**src/design/http_request_line_parser_top_defines.svh**
```systemverilog
// Assertion macros for the HTTP request line parser.
// Used by http_request_line_parser_top; no other dependencies.
`ifndef HTTP_REQUEST_LINE_PARSER_TOP_DEFINES_SVH
`define HTTP_REQUEST_LINE_PARSER_TOP_DEFINES_SVH

// Same-cycle implication, disabled while reset is asserted.
`define HRLP_ASSERT_NOW(label, clk, rst_n, ante, cons) \
  label: assert property (@(posedge clk) disable iff (!rst_n) (ante) |-> (cons)) \
    else $error("hrlp assertion failed");

// Next-cycle implication, disabled while reset is asserted.
`define HRLP_ASSERT_NEXT(label, clk, rst_n, ante, cons) \
  label: assert property (@(posedge clk) disable iff (!rst_n) (ante) |=> (cons)) \
    else $error("hrlp assertion failed");

`endif

```
**src/design/hrlp_pkg.sv**
```systemverilog
`timescale 1ns / 1ps
// Shared types, codes and match tables for the HTTP request line parser.
// No dependencies.
package hrlp_pkg;

  localparam logic [2:0] ST_OK          = 3'd0;
  localparam logic [2:0] ST_EMPTY       = 3'd1;
  localparam logic [2:0] ST_MALFORMED   = 3'd2;
  localparam logic [2:0] ST_BAD_METHOD  = 3'd3;
  localparam logic [2:0] ST_BAD_VERSION = 3'd4;
  localparam logic [2:0] ST_BAD_URI     = 3'd5;

  localparam logic [1:0] METH_GET    = 2'd0;
  localparam logic [1:0] METH_POST   = 2'd1;
  localparam logic [1:0] METH_DELETE = 2'd2;
  localparam logic [1:0] METH_NONE   = 2'd3;

  localparam logic [7:0] CH_SLASH = 8'h2F;
  localparam logic [7:0] CH_QMARK = 8'h3F;
  localparam logic [7:0] CH_SPACE = 8'h20;
  localparam logic [7:0] CH_TAB   = 8'h09;
  localparam logic [7:0] CH_CR    = 8'h0D;

  localparam logic [3:0] LEN_GET     = 4'd3;
  localparam logic [3:0] LEN_POST    = 4'd4;
  localparam logic [3:0] LEN_DELETE  = 4'd6;
  localparam logic [3:0] LEN_VERSION = 4'd8;
  localparam logic [3:0] POS_SAT     = 4'd9;

  localparam logic [63:0] VER_TXT = "HTTP/1.1";

  typedef struct packed {
    logic [1:0] token_count;
    logic       inside_token;
    logic [3:0] char_position;
    logic [2:0] method_candidates;  // bit0 GET, bit1 POST, bit2 DELETE
    logic       version_matches;
    logic       uri_starts_slash;
    logic       query_seen;
    logic       seen_byte;
  } state_t;

  localparam state_t STATE_RESET = '{
    token_count:       2'd0,
    inside_token:      1'b0,
    char_position:     4'd0,
    method_candidates: 3'b111,
    version_matches:   1'b1,
    uri_starts_slash:  1'b0,
    query_seen:        1'b0,
    seen_byte:         1'b0
  };

  typedef struct packed {
    logic       uri_valid;
    logic [7:0] uri_char;
    logic       in_query;
    logic       done_res;
    logic [2:0] status;
    logic [1:0] method_code;
  } result_t;

  function automatic logic is_space(input logic [7:0] c);
    return (c == CH_SPACE) || ((c >= CH_TAB) && (c <= CH_CR));
  endfunction

  function automatic logic [7:0] get_char(input logic [3:0] p);
    logic [7:0] r;
    case (p)
      4'd0:    r = "G";
      4'd1:    r = "E";
      4'd2:    r = "T";
      default: r = 8'h00;
    endcase
    return r;
  endfunction

  function automatic logic [7:0] post_char(input logic [3:0] p);
    logic [7:0] r;
    case (p)
      4'd0:    r = "P";
      4'd1:    r = "O";
      4'd2:    r = "S";
      4'd3:    r = "T";
      default: r = 8'h00;
    endcase
    return r;
  endfunction

  function automatic logic [7:0] delete_char(input logic [3:0] p);
    logic [7:0] r;
    case (p)
      4'd0:    r = "D";
      4'd1:    r = "E";
      4'd2:    r = "L";
      4'd3:    r = "E";
      4'd4:    r = "T";
      4'd5:    r = "E";
      default: r = 8'h00;
    endcase
    return r;
  endfunction

  function automatic logic [7:0] ver_char(input logic [2:0] p);
    return VER_TXT[(6'd56 - {p, 3'b000}) +: 8];
  endfunction

  // End a token: keep only the method matches of the right length and
  // drop the version match if the third token is not exactly eight bytes.
  function automatic state_t close_token(input state_t s);
    state_t r;
    r = s;
    if (s.inside_token) begin
      if (s.token_count == 2'd1) begin
        r.method_candidates = s.method_candidates &
            {s.char_position == LEN_DELETE, s.char_position == LEN_POST,
             s.char_position == LEN_GET};
      end else if (s.token_count == 2'd3) begin
        if (s.char_position != LEN_VERSION) r.version_matches = 1'b0;
      end
      r.inside_token = 1'b0;
    end
    return r;
  endfunction

endpackage

```
**src/design/hrlp_engine.sv**
```systemverilog
`timescale 1ns / 1ps
// Per-byte tokenizer and matcher: line state registers plus the step logic.
// Depends on hrlp_pkg.
module hrlp_engine (
  input  logic              clk,
  input  logic              rst_n,
  input  logic              fire,
  input  logic [7:0]        ch,
  input  logic              has_char,
  input  logic              last,
  output hrlp_pkg::result_t res
);
  import hrlp_pkg::*;

  state_t state_r;
  state_t state_nxt;

  always_comb begin
    state_t     s;
    logic [3:0] p;
    s   = state_r;
    p   = 4'd0;
    res = '0;
    if (has_char) begin
      s.seen_byte = 1'b1;
      if (is_space(ch)) begin
        s = close_token(s);
      end else if (s.inside_token || (s.token_count != 2'd3)) begin
        if (!s.inside_token) begin
          s.token_count   = s.token_count + 2'd1;
          s.inside_token  = 1'b1;
          s.char_position = 4'd0;
        end
        p = s.char_position;
        if (s.token_count == 2'd1) begin
          if (!((p < LEN_GET) && (ch == get_char(p))))
            s.method_candidates[0] = 1'b0;
          if (!((p < LEN_POST) && (ch == post_char(p))))
            s.method_candidates[1] = 1'b0;
          if (!((p < LEN_DELETE) && (ch == delete_char(p))))
            s.method_candidates[2] = 1'b0;
        end else if (s.token_count == 2'd2) begin
          if (p == 4'd0) s.uri_starts_slash = (ch == CH_SLASH);
          // first '?' splits path from query and is dropped
          if ((ch == CH_QMARK) && !s.query_seen) begin
            s.query_seen = 1'b1;
          end else begin
            res.uri_valid = 1'b1;
            res.uri_char  = ch;
            res.in_query  = s.query_seen;
          end
        end else begin
          if (!((p < LEN_VERSION) && (ch == ver_char(p[2:0]))))
            s.version_matches = 1'b0;
        end
        if (s.char_position < POS_SAT) s.char_position = s.char_position + 4'd1;
      end
    end

    if (last) begin
      s = close_token(s);
      res.done_res    = 1'b1;
      res.method_code = METH_NONE;
      if (!s.seen_byte) begin
        res.status = ST_EMPTY;
      end else if (s.token_count != 2'd3) begin
        res.status = ST_MALFORMED;
      end else if (s.method_candidates == 3'b000) begin
        res.status = ST_BAD_METHOD;
      end else begin
        res.method_code = s.method_candidates[0] ? METH_GET :
                          (s.method_candidates[1] ? METH_POST : METH_DELETE);
        if (!s.version_matches)       res.status = ST_BAD_VERSION;
        else if (!s.uri_starts_slash) res.status = ST_BAD_URI;
        else                          res.status = ST_OK;
      end
      state_nxt = STATE_RESET;
    end else begin
      state_nxt = s;
    end
  end

  always_ff @(posedge clk) begin
    if (!rst_n) begin
      state_r <= STATE_RESET;
    end else if (fire) begin
      state_r <= state_nxt;
    end
  end

endmodule

```
**src/design/http_request_line_parser_top.sv**
```systemverilog
`timescale 1ns / 1ps
// HTTP request line parser, one byte per transfer in, one result per transfer
// out. A transfer is taken every cycle while the output is not stalled; two
// register stages (input, result). Bytes of the URI stream out tagged path or
// query; the result of the item marked last carries the status and method
// code, after which the parser is back in its reset state.
// Depends on hrlp_pkg, hrlp_engine and http_request_line_parser_top_defines.svh.
`include "http_request_line_parser_top_defines.svh"

module http_request_line_parser_top (
  input  logic       clk,
  input  logic       rst_n,
  // input channel: one byte of the request line per transfer
  input  logic       in_valid,
  output logic       in_stall,
  input  logic [7:0] in_ch,
  input  logic       in_has_char,
  input  logic       in_last,
  // result channel: one result per input transfer
  output logic       out_valid,
  input  logic       out_stall,
  output logic       out_uri_valid,
  output logic [7:0] out_uri_char,
  output logic       out_in_query,
  output logic       out_done_res,
  output logic [2:0] out_status,
  output logic [1:0] out_method_code
);
  import hrlp_pkg::*;

  // Input stage holds one accepted byte until the result stage can take it.
  logic       s1_valid_r;
  logic [7:0] s1_ch_r;
  logic       s1_has_char_r;
  logic       s1_last_r;

  // Result stage: the registered output.
  logic       out_valid_r;
  result_t    out_res_r;

  result_t    step_res;
  logic       out_free;
  logic       s1_fire;
  logic       in_fire;

  // Result register can load when empty or when its transfer completes.
  assign out_free = !out_valid_r || !out_stall;
  // Input stage moves forward and updates line state in the same edge.
  assign s1_fire  = s1_valid_r && out_free;
  // Stall input only when the input stage is full and cannot drain.
  assign in_stall = s1_valid_r && !out_free;
  assign in_fire  = in_valid && !in_stall;

  always_ff @(posedge clk) begin
    if (!rst_n) begin
      s1_valid_r <= 1'b0;
    end else if (in_fire) begin
      s1_valid_r <= 1'b1;
    end else if (s1_fire) begin
      s1_valid_r <= 1'b0;
    end
  end

  always_ff @(posedge clk) begin
    if (in_fire) begin
      s1_ch_r       <= in_ch;
      s1_has_char_r <= in_has_char;
      s1_last_r     <= in_last;
    end
  end

  hrlp_engine u_engine (
    .clk      (clk),
    .rst_n    (rst_n),
    .fire     (s1_fire),
    .ch       (s1_ch_r),
    .has_char (s1_has_char_r),
    .last     (s1_last_r),
    .res      (step_res)
  );

  always_ff @(posedge clk) begin
    if (!rst_n) begin
      out_valid_r <= 1'b0;
    end else if (out_free) begin
      out_valid_r <= s1_valid_r;
    end
  end

  // Hold the result while stalled; load a new one when the stage frees up.
  always_ff @(posedge clk) begin
    if (s1_fire) begin
      out_res_r <= step_res;
    end
  end

  assign out_valid       = out_valid_r;
  assign out_uri_valid   = out_res_r.uri_valid;
  assign out_uri_char    = out_res_r.uri_char;
  assign out_in_query    = out_res_r.in_query;
  assign out_done_res    = out_res_r.done_res;
  assign out_status      = out_res_r.status;
  assign out_method_code = out_res_r.method_code;

  // Status and method code stay zero except on the end-of-line result.
  `HRLP_ASSERT_NOW(a_idle_status, clk, rst_n, out_valid_r && !out_res_r.done_res,
      (out_res_r.status == ST_OK) && (out_res_r.method_code == METH_GET))
  // A result without a URI byte carries no byte and no query tag.
  `HRLP_ASSERT_NOW(a_no_uri_zero, clk, rst_n, out_valid_r && !out_res_r.uri_valid,
      (out_res_r.uri_char == 8'h00) && !out_res_r.in_query)
  // A good line always names a method.
  `HRLP_ASSERT_NOW(a_ok_has_method, clk, rst_n,
      out_valid_r && out_res_r.done_res && (out_res_r.status == ST_OK),
      out_res_r.method_code != METH_NONE)
  // A stall on the input side means the input stage is still occupied next.
  `HRLP_ASSERT_NEXT(a_stall_holds, clk, rst_n, in_stall && in_valid, s1_valid_r)

endmodule

```
**config.mk**
```make
export PLATFORM = sky130hd
export DESIGN_NAME = http_request_line_parser_top
export DESIGN_NICKNAME = d
export VERILOG_FILES = /design/src/design/hrlp_pkg.sv /design/src/design/hrlp_engine.sv /design/src/design/http_request_line_parser_top.sv
export VERILOG_INCLUDE_DIRS = /design/src /design/src/design
export SDC_FILE = /design/constraint.sdc
export NUM_CORES = 1
export LEC_CHECK = 0
export BUFFER_PORTS_ARGS = -buffer_cell sky130_fd_sc_hd__clkbuf_2
export CORE_AREA = 2 2 92 94
export CTS_CLUSTER_SIZE = 24
export DETAILED_ROUTE_END_ITERATION = 7
export DIE_AREA = 0 0 94 96
export HOLD_SLACK_MARGIN = 0.06
export SYNTH_ARGS = -nofsm -noshare
export SYNTH_HDL_FRONTEND = slang
export SYNTH_SLANG_ARGS = --single-unit
```
**constraint.sdc**
```tcl
create_clock -name clk -period 8.7 [get_ports clk]
set_input_delay 1.305 -clock clk [delete_from_list [all_inputs] [get_ports clk]]
set_output_delay 1.305 -clock clk [all_outputs]
set_load 0.1 [all_outputs]
```
# == After elaboration in Yosys (flattened, before gate mapping) ==
# Index checks and enable logic that the tools add are counted.
# Widths: inputs -> output; s select.
# classes
add_sub_neg,3
order_cmp,7
n_eq_ne,30
shift,1
n_mux,59
bitwise_logic,7
n_reduce_logical,30
# op_table
operator,count
$mux 8,12
$shiftx 64x7->8 const A,1
$pmux 7 s4,2
$eq 8x8->1,4
$mux 14,2
$mux 7,4
$mux 3,9
$mux 13,2
$eq 4x3->1 const B,6
$eq 8x6->1 const B,3
$pmux 7 s3,1
$eq 4x2->1 const B,4
$mux 4,4
$mux 1,15
$mux 2,6
$mux 10,1
$reduce_bool 2->1,5
$logic_and 1x1->1,9
$ge 8x4->1 const B,1
$le 8x4->1 const B,1
$lt 4x3->1 const B,2
$lt 4x4->1 const B,2
$ne 2x2->1 const B,4
$ne 4x4->1 const B,2
20 further kinds,35
# totals
reg_bits,42
out_inout_bits,18
word_cells,158

# == Logic depth before layout (Yosys ltp) ==
# Gate-level depths: netlist of the first run.
# logic_depth
word_depth,31
depth_mapped,13
mapped_depth_nobuf,10

# == Modules after synthesis ==
# A second synthesis of the first run with hierarchy kept.
# unflattened
hier_cells,305
area_unflattened_um2,2760.1
# modules_own_cells
module,instances,cells_per_inst,area_per_inst_um2,seq_area_each_um2
hrlp_engine,1,271,1895.6,280.3
http_request_line_parser_top,1,34,864.6,820.8

# == Worst setup path after synthesis of the first run ==
# Ideal clock, no wire load.
# synth_path
kind,input-to-output
start,input port out_stall
end,output port in_stall
arrival_ns,2.116
path_slack_ns,5.279
stages,1
n_path_buf,0
cell_sequence,and3_1
# synth_between
elab_chain_cells,4
# synth_lines
item,line,source
from (decl),http_request_line_parser_top.sv:21,"input logic out_stall,"
$logic_not 1->1,http_request_line_parser_top.sv:47,assign out_free = !out_valid_r || !out_stall;
$logic_or 1x1->1,http_request_line_parser_top.sv:47,
$logic_not 1->1,http_request_line_parser_top.sv:51,assign in_stall = s1_valid_r && !out_free;
$logic_and 1x1->1,http_request_line_parser_top.sv:51,
to (decl),http_request_line_parser_top.sv:15,"output logic in_stall,"
# No other way between the ends.

# == Worst setup path after layout of the first run ==
# layout_path
start,register u_engine.state_r[11] in the netlist's numbering
end,"register out_res_r, in the netlist out_status[0] (data pin)"
# layout_between
elab_chain_cells,26
# layout_lines
item,line,source
from (decl),hrlp_engine.sv:15,state_t state_r;
from (signal assigned),hrlp_engine.sv:87,state_r <= state_nxt;
branches (longest 17 deep; another with $sub 6x6->6),n/a,
$mux 14 (*),hrlp_engine.sv:24,if (has_char) begin
branches (longest 6 deep; another with $mux 4),n/a,
$mux 3 (*),hrlp_engine.sv:66,end else if (s.token_count != 2'd3) begin
$mux 3 (*),hrlp_engine.sv:64,if (!s.seen_byte) begin
to (signal assigned),http_request_line_parser_top.sv:93,out_res_r <= step_res;
to (decl),http_request_line_parser_top.sv:39,result_t out_res_r;
# Mark *: on every way between the ends. The select of a mux whose other input is x is not followed.
# A chain may end at the register's enable or synchronous reset.

==> results of run 1 <==
==> flip-flops by register name, indices dropped and copies added (netlist names) <==
signal and flops:
out_done_res 1, out_in_query 1, out_method_code 2, out_status 3
out_uri_char 8, out_uri_valid 1, out_valid 1, s1_ch_r 8
s1_has_char_r 1, s1_last_r 1, s1_valid_r 1, u_engine.state_r 14
==> per-layer routing <==
| metal | vias up | track usage |
|---|---|---|
| met4 | 0 | 0.0713 |
| li1 | 1152 | - |
| met5 | - | 0 |
| met1 | 1116 | 0.205 |
| met3 | 18 | 0.0313 |
| met2 | 64 | 0.251 |
==> where the power goes <==
| part | internal, W | switching, W | leakage (nW) |
|---|---|---|---|
| registers | 0.000220 | 0.0000120 | 0.376 |
| clock network | 0.0000845 | 0.0000689 | 0.0579 |
| logic | 0.0000194 | 0.0000520 | 0.663 |
==> worst paths after layout <==
kind / startpoint / end / slack, ns / depth (start not counted)
setup / recovery: u_engine.state_r[11]$_SDFFE_PN0P_ / out_status[0]$_SDFFCE_PN0P_ / 4.91 / 10
hold reg to reg: u_engine.state_r[2]$_SDFFE_PN0P_ / u_engine.state_r[2]$_SDFFE_PN0P_ / 0.47 / 2
setup reg to reg: u_engine.state_r[11]$_SDFFE_PN0P_ / out_status[0]$_SDFFCE_PN0P_ / 4.91 / 10
hold / removal: u_engine.state_r[2]$_SDFFE_PN0P_ / u_engine.state_r[2]$_SDFFE_PN0P_ / 0.47 / 2
==> through the flow <==
stage | instances | utilization | total power, W
after CTS | 418 | 0.379 | 0.000461
final | 418 | 0.379 | 0.000457
after floorplan | 292 | - | 0.000292
after global placement | 410 | 0.365 | 0.000307
after global routing | 418 | 0.379 | 0.000475
after detailed placement | 410 | 0.365 | 0.000308
==> logic make-up after synthesis <==
group	after synthesis	synth area share
AND/OR/NAND/NOR	117	0.258
adder cells (fa/ha/maj)	7	0.0320
multiplexers	6	0.0228
flip-flops	42	0.402
AO/OA/AOI/OAI	84	0.221
XOR/XNOR	5	0.0160
buffers and inverters	31	0.0489
==> area by class of cell <==
class,count,area (µm²),share of cell area
Clock buffer,5,68.8,0.0226
Clock inverter,3,40.0,0.0131
Inverter,13,48.8,0.0160
Multi-Input combinational cell,219,1510,0.493
Sequential cell,42,1100,0.361
Tap cell,105,131,0.0431
Timing Repair Buffer,31,155,0.0509
==> tightest hold or removal path, cell delays in order (launching register included) <==
cell,delay (ns)
dfxtp_1,0.31
nand2_1,0.05
a21boi_0,0.07
==> cell usage in the layout (no fill, tap or decap), types with 4 or more instances in the layout <==
| cell | count |
|---|---|
| inv_1 | 13 |
| dfxtp_1 | 16 |
| nand3_1 | 5 |
| and3_1 | 4 |
| ha_1 | 7 |
| nor4_1 | 5 |
| clkbuf_2 | 31 |
| nand2_1 | 19 |
| xor2_1 | 4 |
| mux2i_1 | 4 |
| nor3_1 | 7 |
| nor2_1 | 19 |
| nor2b_1 | 12 |
| o21ai_0 | 12 |
| a32oi_1 | 5 |
| edfxtp_1 | 26 |
| clkbuf_8 | 5 |
| a21oi_1 | 20 |
| and2_1 | 14 |
| a31oi_1 | 5 |
==> results.txt, run 1 <==
Resize count post-CTS: 0
EDFF count, synth: 26
Routed WL: 6690 µm
Syn-to-layout area delta: 11.3%
final setup violation count: 0
clk buf depth: 2
outcome: complete, no violations
Routed Antenna Nets: 0
CTS tree: yes
Routed WL per cell: 16.0 µm
sequential area share after synthesis: 0.402
Largest delay share family, worst path: compound AO/OA/AOI/OAI gates
vias: 2350
Hold WS: 0.470 ns
Sink Count: 42
Initial Util: 0.340
most common cell in the netlist: edfxtp_1
hold-fix buffers at CTS: 0
ys flop type: edfxtp_1
Setup Crit Path Kind: register to register
overall global routing resource usage: 0.157
num ports: 32
# Post-CTS Setup Buffers: 0
gr ovfl total: 0
nets: 333
critical-path maximum fanout: 25
core footprint: 8050 µm²
RD Place Congestion: 0.864
H-tree Lvls: 2
Synth top area share: 0.285
Worst Skew: 0.00329 ns
DP Worst Slack: 5.01 ns
min-delay worst type: register to register
worst relative slew slack: 0.397
CP required: 8.75 ns
crit path time final: 3.79 ns
startpoint types: register
final worst-path cycle share: 0.436
DRT Pass-1 Iters: 5
die height: 96 µm
Initial DRC Count: 286
PortBufs: 31
Final Hold Viols: 0
Synth area leader: edfxtp_1
clk_lat worst skew: 0.30 ns
Synth Net Count: 313
Crit-path slowest cell: dfxtp_1
synth top area cells: edfxtp_1 (28%), dfxtp_1 (12%), a21oi_1 (3.7%)
LEAKAGE: 1.10 nW
element type at the critical path end: register
# diodes: 0
FP Rows: 33
VDD IR-drop max: 87.7 µV
die footprint: 9020 µm²
DRC: 0
post-synth cell types: 72
unrepaired setup endpoints after global routing: no
Slew Viols, Final: 0
Post-Syn Area: 2740 µm²
WL met2: 3130 µm
vias per cell: 5.62
initial antenna violation count: 0
placed inst area: 2940 µm²
PwrDens: 150 nW/µm²
met3 routed WL: 274 µm
number of global-route vias before repair: 2174
die width: 94 µm
largest net degree at the start of global routing: 26
WP data arrival: 3.84 ns
top layer used by detailed routing: met4
setup total negative slack: 0 ns
synthesized flop and latch total: 42
Post-synth top cells: edfxtp_1 (26), a21oi_1 (20), nand2_1 (19), nor2_1 (19), dfxtp_1 (16)
clock transition at the registers of the reported paths: 0.08 ns
Post-synth ARST share: 0
Design Area, Final: 3050 µm²
fillcell total: 817
layout cells sized above 1: 0.192
Worst Path Buf+Inv: 1
Metal-1 WL: 3060 µm
worst stage delay on the critical path: 0.85 ns
fmax: 264 MHz
total CTS buffers: 5
clk root buf: clkbuf_8
Avg Inst Size Synth: 9.38 µm²
fin worst setup slack: 4.91 ns
max-cap viol count: 0
critical path, cell by cell: nand2_1, inv_1, ha_1, a2bb2oi_1, a32oi_1, mux2i_1, or4_4, a22oi_2, nor3_2, o311a_1
Worst-Margin Slew: 0.903 ns
Gate Count Post-Synth: 292
post-DP HPWL: 4840 µm
Synth Warn #: 0
first-pass GRT wire length: 11000 µm
(Power assumes the default switching activity.)
==> inputs of run 2 (changes only) <==
--- a/config.mk
+++ b/config.mk
@@ -6,11 +6,12 @@
 export SDC_FILE = /design/constraint.sdc
 export NUM_CORES = 1
 export LEC_CHECK = 0
+export ABC_AREA = 1
 export BUFFER_PORTS_ARGS = -buffer_cell sky130_fd_sc_hd__clkbuf_2
-export CORE_AREA = 2 2 92 94
+export CORE_AREA = 2 2 93 95
 export CTS_CLUSTER_SIZE = 24
 export DETAILED_ROUTE_END_ITERATION = 7
-export DIE_AREA = 0 0 94 96
+export DIE_AREA = 0 0 95 97
 export HOLD_SLACK_MARGIN = 0.06
 export SYNTH_ARGS = -nofsm -noshare
 export SYNTH_HDL_FRONTEND = slang
==> constraint.sdc (replaced) <==
create_clock -name clk -period 3.6 [get_ports clk]
set_input_delay 0.54 -clock clk [delete_from_list [all_inputs] [get_ports clk]]
set_output_delay 0.54 -clock clk [all_outputs]
set_load 0.1 [all_outputs]
==> run 2 against run 1 <==
Effect of this change: wire length rose by 1.3%; clock skew rose by 0.0020 ns; final cell count rose by 26%; global-route usage rose by 0.42 points; worst setup slack got worse by 4.1 ns; die area rose by 2.1%; critical path type unchanged; critical endpoint unchanged; highest routed layer unchanged.
==> results.txt, run 2 <==
outcome: complete, no violations
VDD IR-drop max: 141 µV (+61%)
clock transition at the registers of the reported paths: 0.09 ns (about the same)
die footprint: 9220 µm² (+2.1%)
Routed Antenna Nets: 0 (unchanged)
clk root buf: clkbuf_8
gr ovfl total: 0 (unchanged)
max-cap viol count: 0 (unchanged)
Avg Inst Size Synth: 7.23 µm² (-23%)
Gate Count Post-Synth: 389 (+33%)
num ports: 32 (unchanged)
EDFF count, synth: 26 (unchanged)
xor/xnor share of the synthesized area: 0.00934 (-0.00664)
Synth top area share: 0.278 (-0.00735)
multi-input combinational cell area: 1450 µm² (-3.8%)
CP Launch Point: u_engine.state_r[11]$_SDFFE_PN0P_
clk_lat worst skew: 0.30 ns (about the same)
commonest non-fill, non-tap cell in the layout: nand2_1
Slew Viols, Final: 0 (unchanged)
Synth area leader: edfxtp_1
vias per cell: 4.88 (-13%)
FP Rows: 33 (unchanged)
die width: 95 µm (+1.1%)
number of global-route vias before repair: 2459 (+13%)
DRT Pass-1 Iters: 4 (-1)
placed inst area: 3030 µm² (+3.0%)
R2R setup slack: 0.84 ns (-4.07 ns)
# diodes: 0 (unchanged)
LEAKAGE: 1.52 nW (+38%)
Reg with most FFs: u_engine.state_r
element type at the critical path end: register
worst reg2reg endpoint: out_status[0]$_SDFFCE_PN0P_
fillcell total: 874 (+7.0%)
final worst-path cycle share: 0.766 (+0.330)
vias: 2569 (+9.3%)
largest net degree at the start of global routing: 25 (-3.8%)
setup total negative slack: 0 ns (unchanged)
first-pass GRT wire length: 11800 µm (+6.7%)
clk buf depth: 2 (unchanged)
Synth Net Count: 410 (+31%)
nets: 441 (+32%)
# Post-CTS Setup Buffers: 0 (unchanged)
die height: 97 µm (+1.0%)
number of flip-flops in the largest register: 14 (unchanged)
Syn-to-layout area delta: 12.5%
Initial DRC Count: 216 (-24%)
worst relative slew slack: 0.490 (+0.0931)
Synth Area in Compound Gates: 0.100 (-0.121)
Worst Skew: 0.00533 ns (+0.00205 ns)
startpoint types: register
fmax: 363 MHz (+37%)
Resize count post-CTS: 0 (unchanged)
most frequent cells in the layout: nand2_1 (118), nor2_1 (46), inv_1 (44)
Register Area: 1100 µm² (unchanged)
ys flop type: edfxtp_1
PwrDens: 365 nW/µm² (+140%)
hold-fix buffers at CTS: 0 (unchanged)
crit path time final: 2.76 ns (-1.03 ns)
core footprint: 8130 µm² (+1.0%)
Routed WL: 6780 µm (+1.3%)
synth top area cells: edfxtp_1 (28%), nand2_1 (16%), dfxtp_1 (11%)
layout cells sized above 1: 0.173 (-0.0183)
RD Place Congestion: 0.916 (+6.0%)
Synth Area in Simple Gates: 0.374 (+0.117)
Routed WL per cell: 12.9 µm (-19%)
CP required: 3.66 ns (-5.09 ns)
unrepaired setup endpoints after global routing: no
Design Area, Final: 3160 µm² (+3.7%)
hold endpoint: s1_has_char_r$_DFFE_PP_
Setup Crit Path Kind: register to register
sequential area share after synthesis: 0.391 (-0.0104)
Post-synth top cells: nand2_1 (118), nor2_1 (46), inv_1 (44)
CTS tree: yes
H-tree Lvls: 2 (unchanged)
overall global routing resource usage: 0.161 (+0.00424)
hold path cells: 1 (-1)
post-DP HPWL: 5160 µm (+6.6%)
PortBufs: 31 (unchanged)
most common cell in the netlist: nand2_1
largest family of logic cells by synthesized area: simple AND/OR/NAND/NOR gates
DRC: 0 (unchanged)
Sink Count: 42 (unchanged)
synthesized flop and latch total: 42 (unchanged)
worst r2r src: u_engine.state_r[11]$_SDFFE_PN0P_
min-delay src: in_has_char
WP data arrival: 2.82 ns (-1.02 ns)
post-synth cell types: 34 (-53%)
Final Hold Viols: 0 (unchanged)
worst-case reg-to-reg path depth: 16 (+6)
Post-Syn Area: 2810 µm² (+2.6%)
Synth Warn #: 0 (unchanged)
post-synthesis mux area share: 0 (-0.0228)
initial antenna violation count: 0 (unchanged)
Post-synth ARST share: 0 (unchanged)
critical-path maximum fanout: 12 (-52%)
Worst-Margin Slew: 0.757 ns (-0.146 ns)
total CTS buffers: 5 (unchanged)
Initial Util: 0.346 (+0.00547)
min-delay worst type: input pin to register
final setup violation count: 0 (unchanged)
Synth Area in Adders: 0.0311 (-0.000825)
## run 2: changes by cell type in the layout (fill, tap and decap cells not counted), sizes merged, moves of 4 or more
cell | before | now
and2 | 14 | 0
nand2 | 19 | 126
nor2b | 12 | 0
nand3 | 5 | 38
nor4 | 5 | 0
mux2i | 4 | 0
and3 | 4 | 0
inv | 13 | 49
a31oi | 5 | 1
nand4 | 4 | 11
or2 | 4 | 0
a32oi | 5 | 0
nor2 | 20 | 53
## run 2: cells by family (layout without fill, tap and decap cells)
kind of cell,after synthesis,after routing
flops,42,42
xor+xnor,3,3
buf+inv,58,90
simple gates,234,234
compound gates,45,45
fa+ha+maj,7,7
## run 2: layer usage
layer / global-route usage / up-vias / share of wire / routed length (µm)
met5: 0 / - / 0 / 0
met3: 0.0241 / 12 / 0.057 / 388
met1: 0.228 / 1143 / 0.47 / 3160
met4: 0.0580 / 0 / 0.024 / 161
li1: - / 1330 / - / -
met2: 0.248 / 84 / 0.45 / 3070
## run 2: per-stage QoR
| stage | util | worst slack, ns | power [W] | std cells | hold slack [ns] |
|---|---|---|---|---|---|
| 2_1_floorplan | - | 0.441 | 0.000696 | 389 | 0.429 |
| 3_3_place_gp | 0.373 | 1.01 | 0.000734 | 518 | 0.441 |
| 3_5_place_dp | 0.373 | 0.897 | 0.000735 | 518 | 0.450 |
| 4_1_cts | 0.389 | 0.877 | 0.00117 | 526 | 0.403 |
| 5_1_grt | 0.389 | 0.555 | 0.00121 | 526 | 0.406 |
| 6_report | 0.389 | 0.842 | 0.00115 | 526 | 0.408 |
## run 2: worst max-delay path by stage
stage / endpoint / depth (start not counted) / slack (ns)
finish: out_status[0]$_SDFFCE_PN0P_ / 16 / 0.84
global route: out_status[0]$_SDFFCE_PN0P_ / 16 / 0.56
CTS: out_status[0]$_SDFFCE_PN0P_ / 16 / 0.88
detailed placement: out_status[0]$_SDFFCE_PN0P_ / 16 / 0.90
global placement: out_status[0]$_SDFFCE_PN0P_ / 16 / 1.01
floorplan: s1_ch_r[0]$_DFFE_PP_ / 5 / 0.44
## run 2: layout make-up
cell class / count / area share
timing repair buffer: 32 / 0.0514
multi-input combinational: 289 / 0.458
clock buffer: 6 / 0.0297
clock inverter: 2 / 0.0123
inverter: 50 / 0.0593
tap: 105 / 0.0415
sequential: 42 / 0.348
## run 2: critical path: stages (launching register included)
cell and delay (ns):
dfxtp_1 0.61, nand2_1 0.23, inv_1 0.13, ha_1 0.28
nand3_2 0.16, nor2_1 0.16, nor2_1 0.05, nor2_1 0.08
nand3_1 0.09, nand2_1 0.06, nand2_1 0.05, a21boi_1 0.21
nand2_2 0.10, nand3_2 0.12, nand2_1 0.06, nand2_1 0.08
a21oi_2 0.05
## run 2: power by group
group	internal (W)	switching [W]	leakage (nW)	total, W
sequential	0.000530	0.0000186	0.386	0.000548
combinational	0.0000422	0.000134	1.07	0.000176
clock	0.000250	0.000181	0.0665	0.000431
